===== config.mk =====
export PLATFORM = sky130hd
export DESIGN_NAME = keypad_scan_led_multiplexer
export DESIGN_NICKNAME = d
export VERILOG_FILES = /design/src/kpmux_pkg.sv /design/src/kpmux_ctrl.sv /design/src/kpmux_dp.sv /design/src/keypad_scan_led_multiplexer.sv
export VERILOG_INCLUDE_DIRS = /design/src /design/src/src
export SDC_FILE = /design/constraint.sdc
export NUM_CORES = 1
export LEC_CHECK = 0
export CORE_MARGIN = 1
export CORE_UTILIZATION = 40
export CTS_BUF_LIST = sky130_fd_sc_hd__clkbuf_16
export DETAILED_ROUTE_END_ITERATION = 6
export DONT_BUFFER_PORTS = 1
export GPL_ROUTABILITY_DRIVEN = 1
export SYNTH_ARGS = -nofsm -noshare
export SYNTH_HDL_FRONTEND = slang
export SYNTH_HIERARCHICAL = 1
export SYNTH_SLANG_ARGS = --single-unit

===== constraint.sdc =====
create_clock -name clk_i -period 3.2 [get_ports clk_i]
set_input_delay 0.64 -clock clk_i [delete_from_list [all_inputs] [get_ports clk_i]]
set_output_delay 0.64 -clock clk_i [all_outputs]
set_load 0.05 [all_outputs]

===== src/keypad_scan_led_multiplexer_assert.svh =====
// Assertion macros shared by the keypad scanner modules.
`ifndef KEYPAD_SCAN_LED_MULTIPLEXER_ASSERT_SVH
`define KEYPAD_SCAN_LED_MULTIPLEXER_ASSERT_SVH

// Same-cycle implication, disabled while reset is asserted.
`define KSLM_ASSERT_SAME(name, clk, rstn, pre, post) \
  name: assert property (@(posedge clk) disable iff (!rstn) (pre) |-> (post)) \
    else $error("keypad scanner check failed");

// Next-cycle implication, disabled while reset is asserted.
`define KSLM_ASSERT_NEXT(name, clk, rstn, pre, post) \
  name: assert property (@(posedge clk) disable iff (!rstn) (pre) |=> (post)) \
    else $error("keypad scanner check failed");

`endif


===== src/kpmux_pkg.sv =====
`timescale 1ns / 1ps
`default_nettype none

package kpmux_pkg;

  localparam int DEF_COLUMNS = 10;
  localparam int DEF_ROWS    = 8;

  localparam int ACTION_W    = 3;
  localparam int INDEX_W     = 7;
  localparam int SENSE_W     = 8;
  localparam int COL_DRIVE_W = 10;
  localparam int LED_DRIVE_W = 8;

  typedef enum logic [ACTION_W-1:0] {
    ACT_TICK = 3'd0,
    ACT_READ = 3'd1,
    ACT_SET  = 3'd2,
    ACT_COPY = 3'd3,
    ACT_FILL = 3'd4
  } action_e;

  typedef enum logic {
    ST_IDLE,
    ST_EXEC
  } state_e;

  typedef struct packed {
    logic load;
    logic exec;
    logic tick;
    logic read;
    logic set_led;
    logic copy;
    logic fill;
  } cmd_t;

  typedef struct packed {
    action_e action;
  } status_t;

endpackage

`default_nettype wire


===== src/kpmux_ctrl.sv =====
`timescale 1ns / 1ps
`default_nettype none
`include "keypad_scan_led_multiplexer_assert.svh"

module kpmux_ctrl (
  input  wire logic               clk_i,
  input  wire logic               rst_ni,
  input  wire logic               start_i,
  output logic                    busy_o,
  input  wire kpmux_pkg::status_t status_i,
  output kpmux_pkg::cmd_t         cmd_o
);
  import kpmux_pkg::*;

  state_e state_q, state_d;

  always_ff @(posedge clk_i or negedge rst_ni) begin
    if (!rst_ni) begin
      state_q <= ST_IDLE;
    end else begin
      state_q <= state_d;
    end
  end

  always_comb begin
    state_d = state_q;
    cmd_o   = '0;
    busy_o  = 1'b0;
    unique case (state_q)
      ST_IDLE: begin
        if (start_i) begin
          cmd_o.load = 1'b1;
          state_d    = ST_EXEC;
        end
      end
      ST_EXEC: begin
        busy_o     = 1'b1;
        cmd_o.exec = 1'b1;
        state_d    = ST_IDLE;
        unique case (status_i.action)
          ACT_TICK: cmd_o.tick    = 1'b1;
          ACT_READ: cmd_o.read    = 1'b1;
          ACT_SET:  cmd_o.set_led = 1'b1;
          ACT_COPY: cmd_o.copy    = 1'b1;
          ACT_FILL: cmd_o.fill    = 1'b1;
          default: begin
          end
        endcase
      end
      default: begin
        state_d = ST_IDLE;
      end
    endcase
  end

  `KSLM_ASSERT_NEXT(a_accept_goes_busy, clk_i, rst_ni, start_i && !busy_o, busy_o)
  `KSLM_ASSERT_NEXT(a_single_exec_cycle, clk_i, rst_ni, busy_o, !busy_o)
  `KSLM_ASSERT_SAME(a_one_op, clk_i, rst_ni, 1'b1,
    $onehot0({cmd_o.tick, cmd_o.read, cmd_o.set_led, cmd_o.copy, cmd_o.fill}))

endmodule

`default_nettype wire


===== src/kpmux_dp.sv =====
`timescale 1ns / 1ps
`default_nettype none
`include "keypad_scan_led_multiplexer_assert.svh"

module kpmux_dp #(
  parameter int COLUMNS = kpmux_pkg::DEF_COLUMNS,
  parameter int ROWS    = kpmux_pkg::DEF_ROWS
) (
  input  wire logic                              clk_i,
  input  wire logic                              rst_ni,
  input  wire kpmux_pkg::cmd_t                   cmd_i,
  output kpmux_pkg::status_t                     status_o,
  input  wire logic [kpmux_pkg::ACTION_W-1:0]    action_i,
  input  wire logic [kpmux_pkg::INDEX_W-1:0]     index_i,
  input  wire logic                              value_i,
  input  wire logic [kpmux_pkg::SENSE_W-1:0]     row_sense_i,
  output logic                                   done_o,
  output logic [kpmux_pkg::COL_DRIVE_W-1:0]      column_drive_o,
  output logic [kpmux_pkg::LED_DRIVE_W-1:0]      led_drive_o,
  output logic                                   button_state_o,
  output logic                                   changed_o
);
  import kpmux_pkg::*;

  localparam int KEY_COUNT = COLUMNS * ROWS;
  localparam int CW = $clog2(COLUMNS);
  localparam int KW = $clog2(KEY_COUNT);
  localparam int IW = (KW > INDEX_W) ? KW : INDEX_W;
  localparam int SW = (ROWS > SENSE_W) ? ROWS : SENSE_W;
  localparam int LW = (ROWS > LED_DRIVE_W) ? ROWS : LED_DRIVE_W;
  localparam int DW = (COLUMNS > COL_DRIVE_W) ? COLUMNS : COL_DRIVE_W;

  logic [ACTION_W-1:0] action_q;
  logic [INDEX_W-1:0]  index_q;
  logic                value_q;
  logic [SENSE_W-1:0]  sense_q;

  logic [CW-1:0]                 col_q, col_d;
  logic [COLUMNS-1:0][ROWS-1:0]  key_q, key_d;
  logic [COLUMNS-1:0][ROWS-1:0]  led_q, led_d;
  logic [KEY_COUNT-1:0]          last_q, last_d;

  logic                    done_q;
  logic [COL_DRIVE_W-1:0]  column_drive_q, column_drive_d;
  logic [LED_DRIVE_W-1:0]  led_drive_q, led_drive_d;
  logic                    button_q, button_d;
  logic                    changed_q, changed_d;

  logic [IW-1:0]        idx_ext;
  logic [KW-1:0]        key_idx;
  logic                 idx_ok;
  logic [KEY_COUNT-1:0] key_flat;
  logic [KEY_COUNT-1:0] led_flat;
  logic                 key_bit;
  logic [SENSE_W-1:0]   sense_n;
  logic [SW-1:0]        sense_ext;
  logic [LW-1:0]        led_row_ext;
  logic [DW-1:0]        col_onehot;

  assign status_o.action = action_e'(action_q);

  always_ff @(posedge clk_i) begin
    if (cmd_i.load) begin
      action_q <= action_i;
      index_q  <= index_i;
      value_q  <= value_i;
      sense_q  <= row_sense_i;
    end
  end

  assign idx_ext  = IW'(index_q);
  assign key_idx  = idx_ext[KW-1:0];
  assign idx_ok   = 32'(index_q) < 32'(KEY_COUNT);
  assign key_flat = key_q;
  assign key_bit  = key_flat[key_idx];
  assign sense_n   = ~sense_q;
  assign sense_ext = SW'(sense_n);

  always_comb begin
    col_d     = col_q;
    key_d     = key_q;
    led_flat  = led_q;
    last_d    = last_q;
    button_d  = 1'b0;
    changed_d = 1'b0;
    if (cmd_i.tick) begin
      key_d[col_q] = sense_ext[ROWS-1:0];
      col_d = (col_q == CW'(COLUMNS - 1)) ? '0 : col_q + 1'b1;
    end
    if (cmd_i.read && idx_ok) begin
      button_d        = key_bit;
      changed_d       = last_q[key_idx] ^ key_bit;
      last_d[key_idx] = key_bit;
    end
    if (cmd_i.set_led && idx_ok) begin
      led_flat[key_idx] = value_q;
    end
    if (cmd_i.copy) begin
      led_flat = key_q;
    end
    if (cmd_i.fill) begin
      led_flat = {KEY_COUNT{value_q}};
    end
    led_d = led_flat;
  end

  always_comb begin
    col_onehot     = DW'(1) << col_d;
    column_drive_d = col_onehot[COL_DRIVE_W-1:0];
    led_row_ext    = LW'(led_d[col_d]);
    led_drive_d    = led_row_ext[LED_DRIVE_W-1:0];
  end

  always_ff @(posedge clk_i or negedge rst_ni) begin
    if (!rst_ni) begin
      col_q  <= '0;
      key_q  <= '0;
      led_q  <= '0;
      last_q <= '0;
      done_q <= 1'b0;
    end else begin
      done_q <= cmd_i.exec;
      if (cmd_i.exec) begin
        col_q  <= col_d;
        key_q  <= key_d;
        led_q  <= led_d;
        last_q <= last_d;
      end
    end
  end

  always_ff @(posedge clk_i) begin
    if (cmd_i.exec) begin
      column_drive_q <= column_drive_d;
      led_drive_q    <= led_drive_d;
      button_q       <= button_d;
      changed_q      <= changed_d;
    end
  end

  assign done_o         = done_q;
  assign column_drive_o = column_drive_q;
  assign led_drive_o    = led_drive_q;
  assign button_state_o = button_q;
  assign changed_o      = changed_q;

  `KSLM_ASSERT_SAME(a_col_in_range, clk_i, rst_ni, 1'b1, col_q <= CW'(COLUMNS - 1))
  `KSLM_ASSERT_SAME(a_drive_onehot, clk_i, rst_ni, done_o, $onehot0(column_drive_o))
  `KSLM_ASSERT_NEXT(a_no_flag_outside_read, clk_i, rst_ni, cmd_i.exec && !cmd_i.read,
    !button_state_o && !changed_o)

endmodule

`default_nettype wire


===== src/keypad_scan_led_multiplexer.sv =====
`timescale 1ns / 1ps
`default_nettype none
// Keypad matrix scanner with LED multiplexing.
// Command channel: an action (scan tick, read button, set LED, copy keys to
// LEDs, set all LEDs) with index, value and row_sense is taken at a rising
// edge where start is high and busy is low.
// Result channel: done_o is high for exactly one cycle per command and marks
// column_drive_o, led_drive_o, button_state_o and changed_o for that cycle.
// The drive outputs show the active column and its LED row after the action;
// button_state_o and changed_o are nonzero only for a read of a valid button.
// Timing: the command executes in the cycle after it is taken, and done_o
// is high in the cycle after that.
// The controller has a single execute state and takes no new command while
// busy; start may be raised again in the cycle that done_o shows.
// Reset clears the active column, the key and LED images and the last-read
// flags; the first command may follow right after reset is released.
// The receiver cannot stall: done_o marks the results for their one cycle only.

module keypad_scan_led_multiplexer #(
  parameter int COLUMNS = kpmux_pkg::DEF_COLUMNS,
  parameter int ROWS    = kpmux_pkg::DEF_ROWS
) (
  input  wire logic                          clk_i,
  input  wire logic                          rst_ni,
  input  wire logic                          start,
  output logic                               busy,
  input  wire logic [kpmux_pkg::ACTION_W-1:0] action_i,
  input  wire logic [kpmux_pkg::INDEX_W-1:0]  index_i,
  input  wire logic                          value_i,
  input  wire logic [kpmux_pkg::SENSE_W-1:0]  row_sense_i,
  output logic                               done_o,
  output logic [kpmux_pkg::COL_DRIVE_W-1:0]  column_drive_o,
  output logic [kpmux_pkg::LED_DRIVE_W-1:0]  led_drive_o,
  output logic                               button_state_o,
  output logic                               changed_o
);
  import kpmux_pkg::*;

  cmd_t    cmd;
  status_t status;

  kpmux_ctrl u_ctrl (
    .clk_i    (clk_i),
    .rst_ni   (rst_ni),
    .start_i  (start),
    .busy_o   (busy),
    .status_i (status),
    .cmd_o    (cmd)
  );

  kpmux_dp #(
    .COLUMNS (COLUMNS),
    .ROWS    (ROWS)
  ) u_dp (
    .clk_i          (clk_i),
    .rst_ni         (rst_ni),
    .cmd_i          (cmd),
    .status_o       (status),
    .action_i       (action_i),
    .index_i        (index_i),
    .value_i        (value_i),
    .row_sense_i    (row_sense_i),
    .done_o         (done_o),
    .column_drive_o (column_drive_o),
    .led_drive_o    (led_drive_o),
    .button_state_o (button_state_o),
    .changed_o      (changed_o)
  );

endmodule

`default_nettype wire

==> results of run 1 <==
worst max-delay path, cell delays in order, from the launching register on:
cell       delay, ns
dfrtp_4         0.49
and4bb_2        0.34
nand2b_1        0.38
buf_4           0.34
o21ai_0         0.16
a2111oi_0       0.78
a221o_1         0.23
o21ai_0         0.13
o211ai_1        0.13
routing by layer:
metal	wire, um	vias to the layer above	global-route usage
met5	11	-	0
met4	1990	2	0.110
met3	5820	116	0.0809
met2	24300	703	0.428
met1	26400	6552	0.445
li1	-	5753	-
area by class of cell:
class	count	area [sq um]
antenna	1	2.50
clock buffer	37	926
clock inverter	27	180
fill	3537	20100
inverter	28	105
multi-input combinational	1073	7320
sequential	285	7330
tap	511	639
timing repair buffer	138	1120
worst paths after layout:
path,startpoint,to,cells after the start
hold reg to reg,u_dp/led_q[25],u_dp/led_q[25],2
min in group clk_i,index_i[3],u_dp/idx_ext[3],0
max in group asynchronous,rst_ni,u_ctrl/state_q,0
hold / removal,rst_ni,u_dp/last_q[55],0
setup / recovery,u_ctrl/state_q,u_dp/led_drive_o[4],8
setup reg to reg,u_ctrl/state_q,u_dp/led_drive_o[4],8
flip-flops by register name (all words and copies together), names as in the netlist:
| name | flops |
|---|---|
| u_dp/last_q | 80 |
| u_dp/sense_q | 8 |
| u_dp/button_state_o | 1 |
| u_dp/status_o | 3 |
| u_dp/led_drive_o | 8 |
| u_ctrl/state_q | 1 |
| u_dp/changed_o | 1 |
| u_dp/col_q | 4 |
| u_dp/idx_ext | 7 |
| u_dp/led_q | 80 |
| u_dp/column_drive_o | 10 |
| u_dp/done_o | 1 |
| u_dp/key_flat | 80 |
| u_dp/value_q | 1 |
Yosys cell counts, types with 21 or more instances:
master,count
a211oi_1,32
a21oi_1,67
a22oi_1,60
clkbuf_1,91
dfrtp_1,246
edfxtp_1,39
inv_1,27
mux2_2,38
mux2_4,79
mux2i_1,23
nand2_1,108
nand3_1,34
nor2_1,176
nor3_1,47
o211ai_1,21
o21ai_0,124
repair_timing:
action | CTS | global route
gates cloned | 0 | 1
endpoints found under the setup margin | 1 | 75
resized for setup | 1 | 4
setup buffers | 0 | 1
hold endpoints to repair | 246 | 246
report_power, final:
group / leakage (nW) / total [mW] / internal [mW] / switching, mW
clock: 0.565 / 3.88 / 2.25 / 1.63
sequential: 3.67 / 4.74 / 4.24 / 0.507
combinational: 3.01 / 2.30 / 0.998 / 1.30
total: 7.25 / 10.9 / 7.49 / 3.43
cell families (layout without fill, tap and decap cells):
| group | count (synthesis) | count (layout) |
|---|---|---|
| other cells | 0 | 1 |
| mux | 140 | 140 |
| xor+xnor | 4 | 4 |
| simple gates | 467 | 467 |
| flops | 285 | 285 |
| compound gates | 462 | 462 |
| buf+inv | 171 | 230 |
metrics by stage:
step / area (sq um) / hold slack (ns) / setup slack (ns) / total power, mW
after detailed placement: 16500 / 0.355 / -0.0545 / 7.03
after global routing: 17600 / -0.224 / 0.00253 / 11.4
after global placement: 16500 / 0.357 / 0.0341 / 6.99
final: 17600 / -0.211 / 0.0473 / 10.9
after CTS: 17600 / -0.228 / 0.0598 / 10.9
after floorplan: 15400 / 0.344 / 0.294 / 6.19
==> metrics.txt, run 1 <==
initial drt markers 1673; number of antenna violations at the first check in global routing 3; Die Ht 198 um; synth warn 6; Cell Count, Final, Fillers Out 2100; mux cell area share after synthesis 0.120; Core Area around 38000 sq um; post-synthesis adder-cell area fraction 0; CTS buffer count 36; maxcap violations 0; Die Width 198 um; PortBufs 0; pwr/cell area 620 nW/um^2; RSZ-0062 raised after global routing no; crit path max fanout 22; Initial Util 0.407; Post-Synth Simple-Gate Area 0.146; Final ANT Viol Nets 0; top achievable clock speed 317 MHz; hold slack -0.211 ns; routed length per instance about 28 um; area fraction of the dominant cell type after synthesis 0.401; std cell rows 71; Via density 6.25; vias in the first global route approximately 13000; final hold vios 246; Hold Crit Class input port to asynchronous set/reset pin; maximum clock path buffer count 3; Tcrit/Tclk final 0.985; dominant synthesized flop cell dfrtp_1; Worst Skew 0.0209 ns; layout cell share with drive strength beyond 1 0.212; Peak VDD IR between 0.3 and 0.4 mV; Post-Syn Nets 1551; Root Buffer clkbuf_16; slew of the pin with the lowest slew margin between 0.9 and 1 ns; number of synthesized register bits 285; most frequent cells in the layout 245 x dfrtp_1, 175 x nor2_1, 132 x buf_4; clk sinks 285; global route total overflow 0; Post-Syn Instances 1529; TritonCTS clock tree done; Async S/R FF share, synth 0.863; Placed Cells incl. Taps just over 2000; final core area utilization 0.467; status finished, violations left; detailed placement HPWL roughly 40 mm; most common cell after layout, fill and taps aside dfrtp_1; setup slack, reg-to-reg 0.05 ns; # IOs between 40 and 50; CP required 3.58 ns; worst path arrival time 3.54 ns; syn_area_per_cell 10.0 sq um; complex-gate fraction of the synthesized area 0.205; clk_lat worst skew 0.55 ns; Crit. End Element flop; total track usage 0.304; # setup viols final 0; leak pwr 7.25 nW; largest net degree at the start of global routing 247; aggregate routed wire length approximately 60 mm; drt first pass iters 5; post-synthesis cell area 15400 sq um; TNS Setup 0 ns; Slew Limit Headroom 0.387; failing checks hold timing; die area approximately 39000 sq um; Post-synth EDFFs 39; Final Critical Period 3.15 ns; gp weighted congestion just under 1; area grow syn2layout 14.8%; largest area contributor in the netlist dfrtp_1; DRC violations left 0; Netlist cell types between 70 and 80; Nets between 1500 and 2000; largest family of logic cells by synthesized area compound AO/OA/AOI/OAI gates; Post-Synth XOR/XNOR Area 0.00228; Slew Viols, Final 0; ranking of synthesized cells by area dfrtp_1 40%, mux2_4 7.7%, edfxtp_1 7.6%; Worst Setup Start Kind flop; sequential share of the synthesized area 0.477; Clk pin slew, worst setup/hold paths 0.06 ns; first-pass GRT wire length about 86 mm; vias post-DR 13126; H-Tree Depth 2; kind of critical path flop to flop
No activity file was read; power rests on OpenSTA's default activity.
==> run 2: changes to the inputs <==
- PLACE_DENSITY: default -> 0.65
==> run 2 against run 1 <==
The flow still finishes with violations (hold timing). Worst hold slack improved by 0.016 ns. Cell area fell by 0.35%. Global-route usage fell by 0.21 points. Total power barely moved. Clock power fell by 2%. Via count rose by 0.91%. First-iteration DRC count rose by 3.5%. Setup slack got worse by 0.025 ns. Non-clock buffer count did not move. Critical endpoint is now u_dp/changed_o.
==> metrics.txt, run 2 (synthesized netlist as in run 1, its figures left out) <==
Clk pin slew, worst setup/hold paths roughly 0.060 ns; Via density about 6.3; die area 39200 sq um; slew of the pin with the lowest slew margin 1.14 ns; vias post-DR 13246; Die Ht 198 um; aggregate routed wire length 58.2 mm; leak pwr 7.22 nW; final hold vios 246; maxcap violations 0; drt first pass iters 6; Placed Cells incl. Taps 2033; detailed placement HPWL 41.8 mm; Slew Viols, Final 0; number of antenna violations at the first check in global routing 1; clk_lat worst skew around 0.56 ns; Cell Count, Final, Fillers Out around 2100; TritonCTS clock tree done; Worst Setup Start Kind flop; worst path arrival time 3.57 ns; Peak VDD IR 0.335 mV; total chip power 10.9 mW; # setup viols final 0; crit path max fanout 9; most frequent cells in the layout 245 x dfrtp_1, 175 x nor2_1, 134 x buf_4; area grow syn2layout 14.4%; routed length per instance 27.7 um; Final ANT Viol Nets 0; Final Critical Period 3.18 ns; Crit. End Element flop; multi-input logic area 7310 sq um; Slew Limit Headroom 0.237; layout cell share with drive strength beyond 1 0.212; CP required 3.60 ns; status finished, violations left; Die Width 198 um; failing checks hold timing; initial drt markers 1731; FF+latch area 7330 sq um; Filler Cells Inserted about 3600; TNS Setup 0 ns; kind of critical path flop to flop; total track usage 0.302; Root Buffer clkbuf_16; maximum clock path buffer count 3; Hold Crit Class input port to asynchronous set/reset pin; H-Tree Depth 2; Initial Util 0.407; RSZ-0062 raised after global routing yes; vias in the first global route 12811; CTS buffer count 36; top achievable clock speed 315 MHz; hold slack -0.195 ns; first-pass GRT wire length 86.3 mm; pwr/cell area 622 nW/um^2; Worst Skew 0.0294 ns; antenna cells 0; clk sinks ~290; PortBufs 0; gp weighted congestion a little over 1; Core Area 37800 sq um; DRC violations left 0; # IOs between 40 and 50; global route total overflow 0; largest net degree at the start of global routing 247; Tcrit/Tclk final 0.993; most common cell after layout, fill and taps aside dfrtp_1; std cell rows 71; Nets 1584
## run 2: changes by cell type in the layout (fill, tap and decap cells not counted), sizes merged
cell	previous run	this run
bufinv	2	1
clkinvlp	3	2
buf	137	138
clkbuf	38	37
clkinv	12	15
diode	1	0
inv	38	37
## run 2: layout make-up
| type | count | share of cell area |
|---|---|---|
| Sequential cell | 285 | 0.418 |
| Clock buffer | 37 | 0.0527 |
| Inverter | 28 | 0.00599 |
| Clock inverter | 27 | 0.00905 |
| Multi-Input combinational cell | 1073 | 0.416 |
| Tap cell | 511 | 0.0364 |
| Timing Repair Buffer | 138 | 0.0619 |
## run 2: critical path: stages, from the launching register on
cell       delay [ns]
edfxtp_1         0.49
buf_4            0.20
nor3b_2          0.64
buf_4            0.28
buf_4            0.22
a22oi_1          0.11
a41oi_1          0.30
or4_1            0.24
a2111oi_2        0.07
a211o_1          0.31
a21oi_1          0.16
## run 2: final timing paths
check,cells past startpoint,slack [ns],start,end
max,10,0.02,u_dp/idx_ext[2],u_dp/changed_o
min,0,-0.20,rst_ni,u_dp/last_q[36]
max reg2reg,10,0.02,u_dp/idx_ext[2],u_dp/changed_o
min reg2reg,1,0.48,u_dp/led_q[4],u_dp/led_q[4]
max in group asynchronous,0,3.04,rst_ni,u_ctrl/state_q
min in group clk_i,0,0.18,value_i,u_dp/value_q
## run 2: through the flow
| stage | area, sq um | worst slack, ns | util |
|---|---|---|---|
| 2_1_floorplan | 15400 | 0.294 | - |
| 3_3_place_gp | 16400 | 0.0119 | 0.436 |
| 3_5_place_dp | 16400 | -0.00914 | 0.436 |
| 4_1_cts | 17500 | 0.117 | 0.464 |
| 5_1_grt | 17600 | -0.0166 | 0.465 |
| 6_report | 17600 | 0.0226 | 0.465 |
## run 2: per-layer routing
metal  up-vias  GRT usage  part of all wire
met3       125     0.0639             0.099
met2       724      0.432              0.42
li1       5756          -                 -
met4         2      0.119             0.036
met5         -     0.0140            0.0012
met1      6639      0.442              0.44
## run 2: where the power goes
part           switching (mW)  internal (mW)
logic                    1.33           1.01
registers               0.519           4.24
clock network            1.64           2.18
## run 2: what timing repair did
action,4_1_cts,5_1_grt
hold endpoints to repair,246,246
resized for setup,1,3
endpoints found under the setup margin,1,56
setup buffers,0,2
==> run 3: changes to the inputs <==
- CAP_MARGIN: default -> 20
- CTS_BUF_LIST: sky130_fd_sc_hd__clkbuf_16 -> default
==> run 3 against run 2 <==
The flow finishes with violations (hold timing, setup timing). Via count is 0.15% lower. Critical path type unchanged. Global-route usage about the same. Routed wire length hardly changed. Largest cell class unchanged. Clock skew rose by 0.00057 ns. Cell area up 0.20%. Setup slack got worse by 0.034 ns. Sequential power hardly changed.
==> metrics.txt, run 3 (synthesized netlist as in run 1, its figures left out) <==
routed length per instance 27.8 um; most frequent cells in the layout 245 x dfrtp_1, 175 x nor2_1, 132 x buf_4; critical path, cell by cell buf_4 > nor3b_2 > buf_4 > buf_4 > a22oi_1 > a41oi_1 > or4_1 > a2111oi_2 > a211o_1 > a21oi_1; Worst Setup Start Kind flop; WP depth 10; CP top delay family compound AO/OA/AOI/OAI gates; aggregate routed wire length 58.2 mm; setup ws final -0.0110 ns; largest net degree at the start of global routing 247; Hold Crit Class input port to asynchronous set/reset pin; DRC violations left 0; Psw between 3 and 4 mW; PortBufs 0; Nets ~1600; failing checks hold timing, setup timing; crit path max fanout 9; Seq pwr share 0.431; Slew Viols, Final 0; Die Width a little under 200 um; Post-CTS Setup Inserts 0; final hold vios 246; gp weighted congestion 1.03; Worst Skew ~0.03 ns; clk_lat worst skew 0.56 ns; RSZ-0062 raised after global routing yes; std cell rows 71; Clk pin slew, worst setup/hold paths 0.06 ns; status finished, violations left; CP Buf/Inv Count 3; Internal 7.54 mW; TritonCTS clock tree done; global route total overflow 0; initial drt markers 1610; leak pwr around 7.2 nW; Via density 6.31; area grow syn2layout 14.6%; Tcrit/Tclk final 1.00; pwr/cell area roughly 630 nW/um^2; top achievable clock speed 311 MHz; R2R Path End u_dp/changed_o; number of antenna violations at the first check in global routing 1; antenna cells 0; H-Tree Depth 2; detailed placement HPWL about 42 mm; Sw Share 0.316; vias post-DR 13226; TNS Setup -0.0110 ns; Worst R2R Path Depth 10; maxcap violations 0; Initial Util 0.407; first-pass GRT wire length 86.3 mm; Peak VDD IR 0.335 mV; vias in the first global route 12808; layout cell share with drive strength beyond 1 0.214; # setup viols final 1; power share of the combinational group 0.212; Die Ht 198 um; Post-DP Area 16400 sq um; Slew Limit Headroom 0.227; kind of critical path flop to flop; slew of the pin with the lowest slew margin 1.16 ns; worst path arrival time 3.61 ns; die area 39200 sq um; Root Buffer clkbuf_16; CP required ~3.6 ns; Crit. End Element flop; Final Critical Period 3.21 ns; most common cell after layout, fill and taps aside dfrtp_1; drt first pass iters 7; design area 17600 sq um; setup slack, reg-to-reg -0.01 ns; Place WS -0.00914 ns; maximum clock path buffer count 3; # IOs 44; CP peak stage delay between 0.6 and 0.7 ns; Clock Power Share 0.357; total track usage 0.303; clk sinks 285; CP most frequent cell buf_4; slowest CP cell nor3b_2; reg2reg start u_dp/idx_ext[2]; Core Area 37800 sq um; CTS buffer count 36; hold slack -0.197 ns; Final ANT Viol Nets 0
-- run 3: worst max-delay path by stage --
stage	start	endpoint
global placement	u_dp/idx_ext[1]	u_dp/changed_o
detailed placement	u_dp/idx_ext[1]	u_dp/changed_o
CTS	u_dp/idx_ext[1]	u_dp/last_q[52]
floorplan	u_ctrl/state_q	u_dp/led_drive_o[5]
global route	u_dp/idx_ext[2]	u_dp/changed_o
finish	u_dp/idx_ext[2]	u_dp/changed_o
-- run 3: layout make-up --
type | instances | area [sq um]
clock buffer | 47 | 1000
multi-input combinational | 1073 | 7320
tap | 511 | 639
clock inverter | 17 | 121
fill | 3549 | 20200
inverter | 28 | 105
sequential | 285 | 7330
timing repair buffer | 136 | 1070
-- run 3: worst register-to-register path, cell delays in order, from the launching register on --
cell       delay, ns
edfxtp_1        0.49
buf_4           0.20
nor3b_2         0.63
buf_4           0.28
buf_4           0.22
a22oi_1         0.12
a41oi_1         0.35
or4_1           0.25
a2111oi_2       0.07
a211o_1         0.31
a21oi_1         0.16
-- run 3: repair_timing --
action | CTS | global route
hold endpoints to repair | 246 | 246
pin swaps | 0 | 0
setup endpoints to repair | 1 | 56
gates resized for setup | 1 | 5
-- run 3: through the flow --
step / cells / utilization / hold slack (ns) / total power, mW
floorplan: 1529 / - / 0.344 / 6.19
global placement: 2033 / 0.436 / 0.358 / 7.03
detailed placement: 2033 / 0.436 / 0.350 / 7.07
CTS: 2097 / 0.466 / -0.229 / 11.0
global route: 2097 / 0.466 / -0.212 / 11.4
finish: 2097 / 0.466 / -0.197 / 11.0
-- run 3: metal layers --
| metal | up-vias | global-route usage | wire length [um] |
|---|---|---|---|
| met4 | 2 | 0.118 | 2100 |
| li1 | 5760 | - | - |
| met5 | - | 0.0140 | 72 |
| met2 | 678 | 0.432 | 24800 |
| met3 | 120 | 0.0690 | 5630 |
| met1 | 6666 | 0.440 | 25600 |
-- run 3: power by group through the flow --
stage          clock network (mW)  logic (mW)  registers [mW]
2_1_floorplan                   0        1.57            4.62
3_3_place_gp                    0        2.24            4.79
3_5_place_dp                    0        2.28            4.80
4_1_cts                      4.00        2.28            4.74
5_1_grt                      4.13        2.49            4.81
6_report                     3.93        2.34            4.76
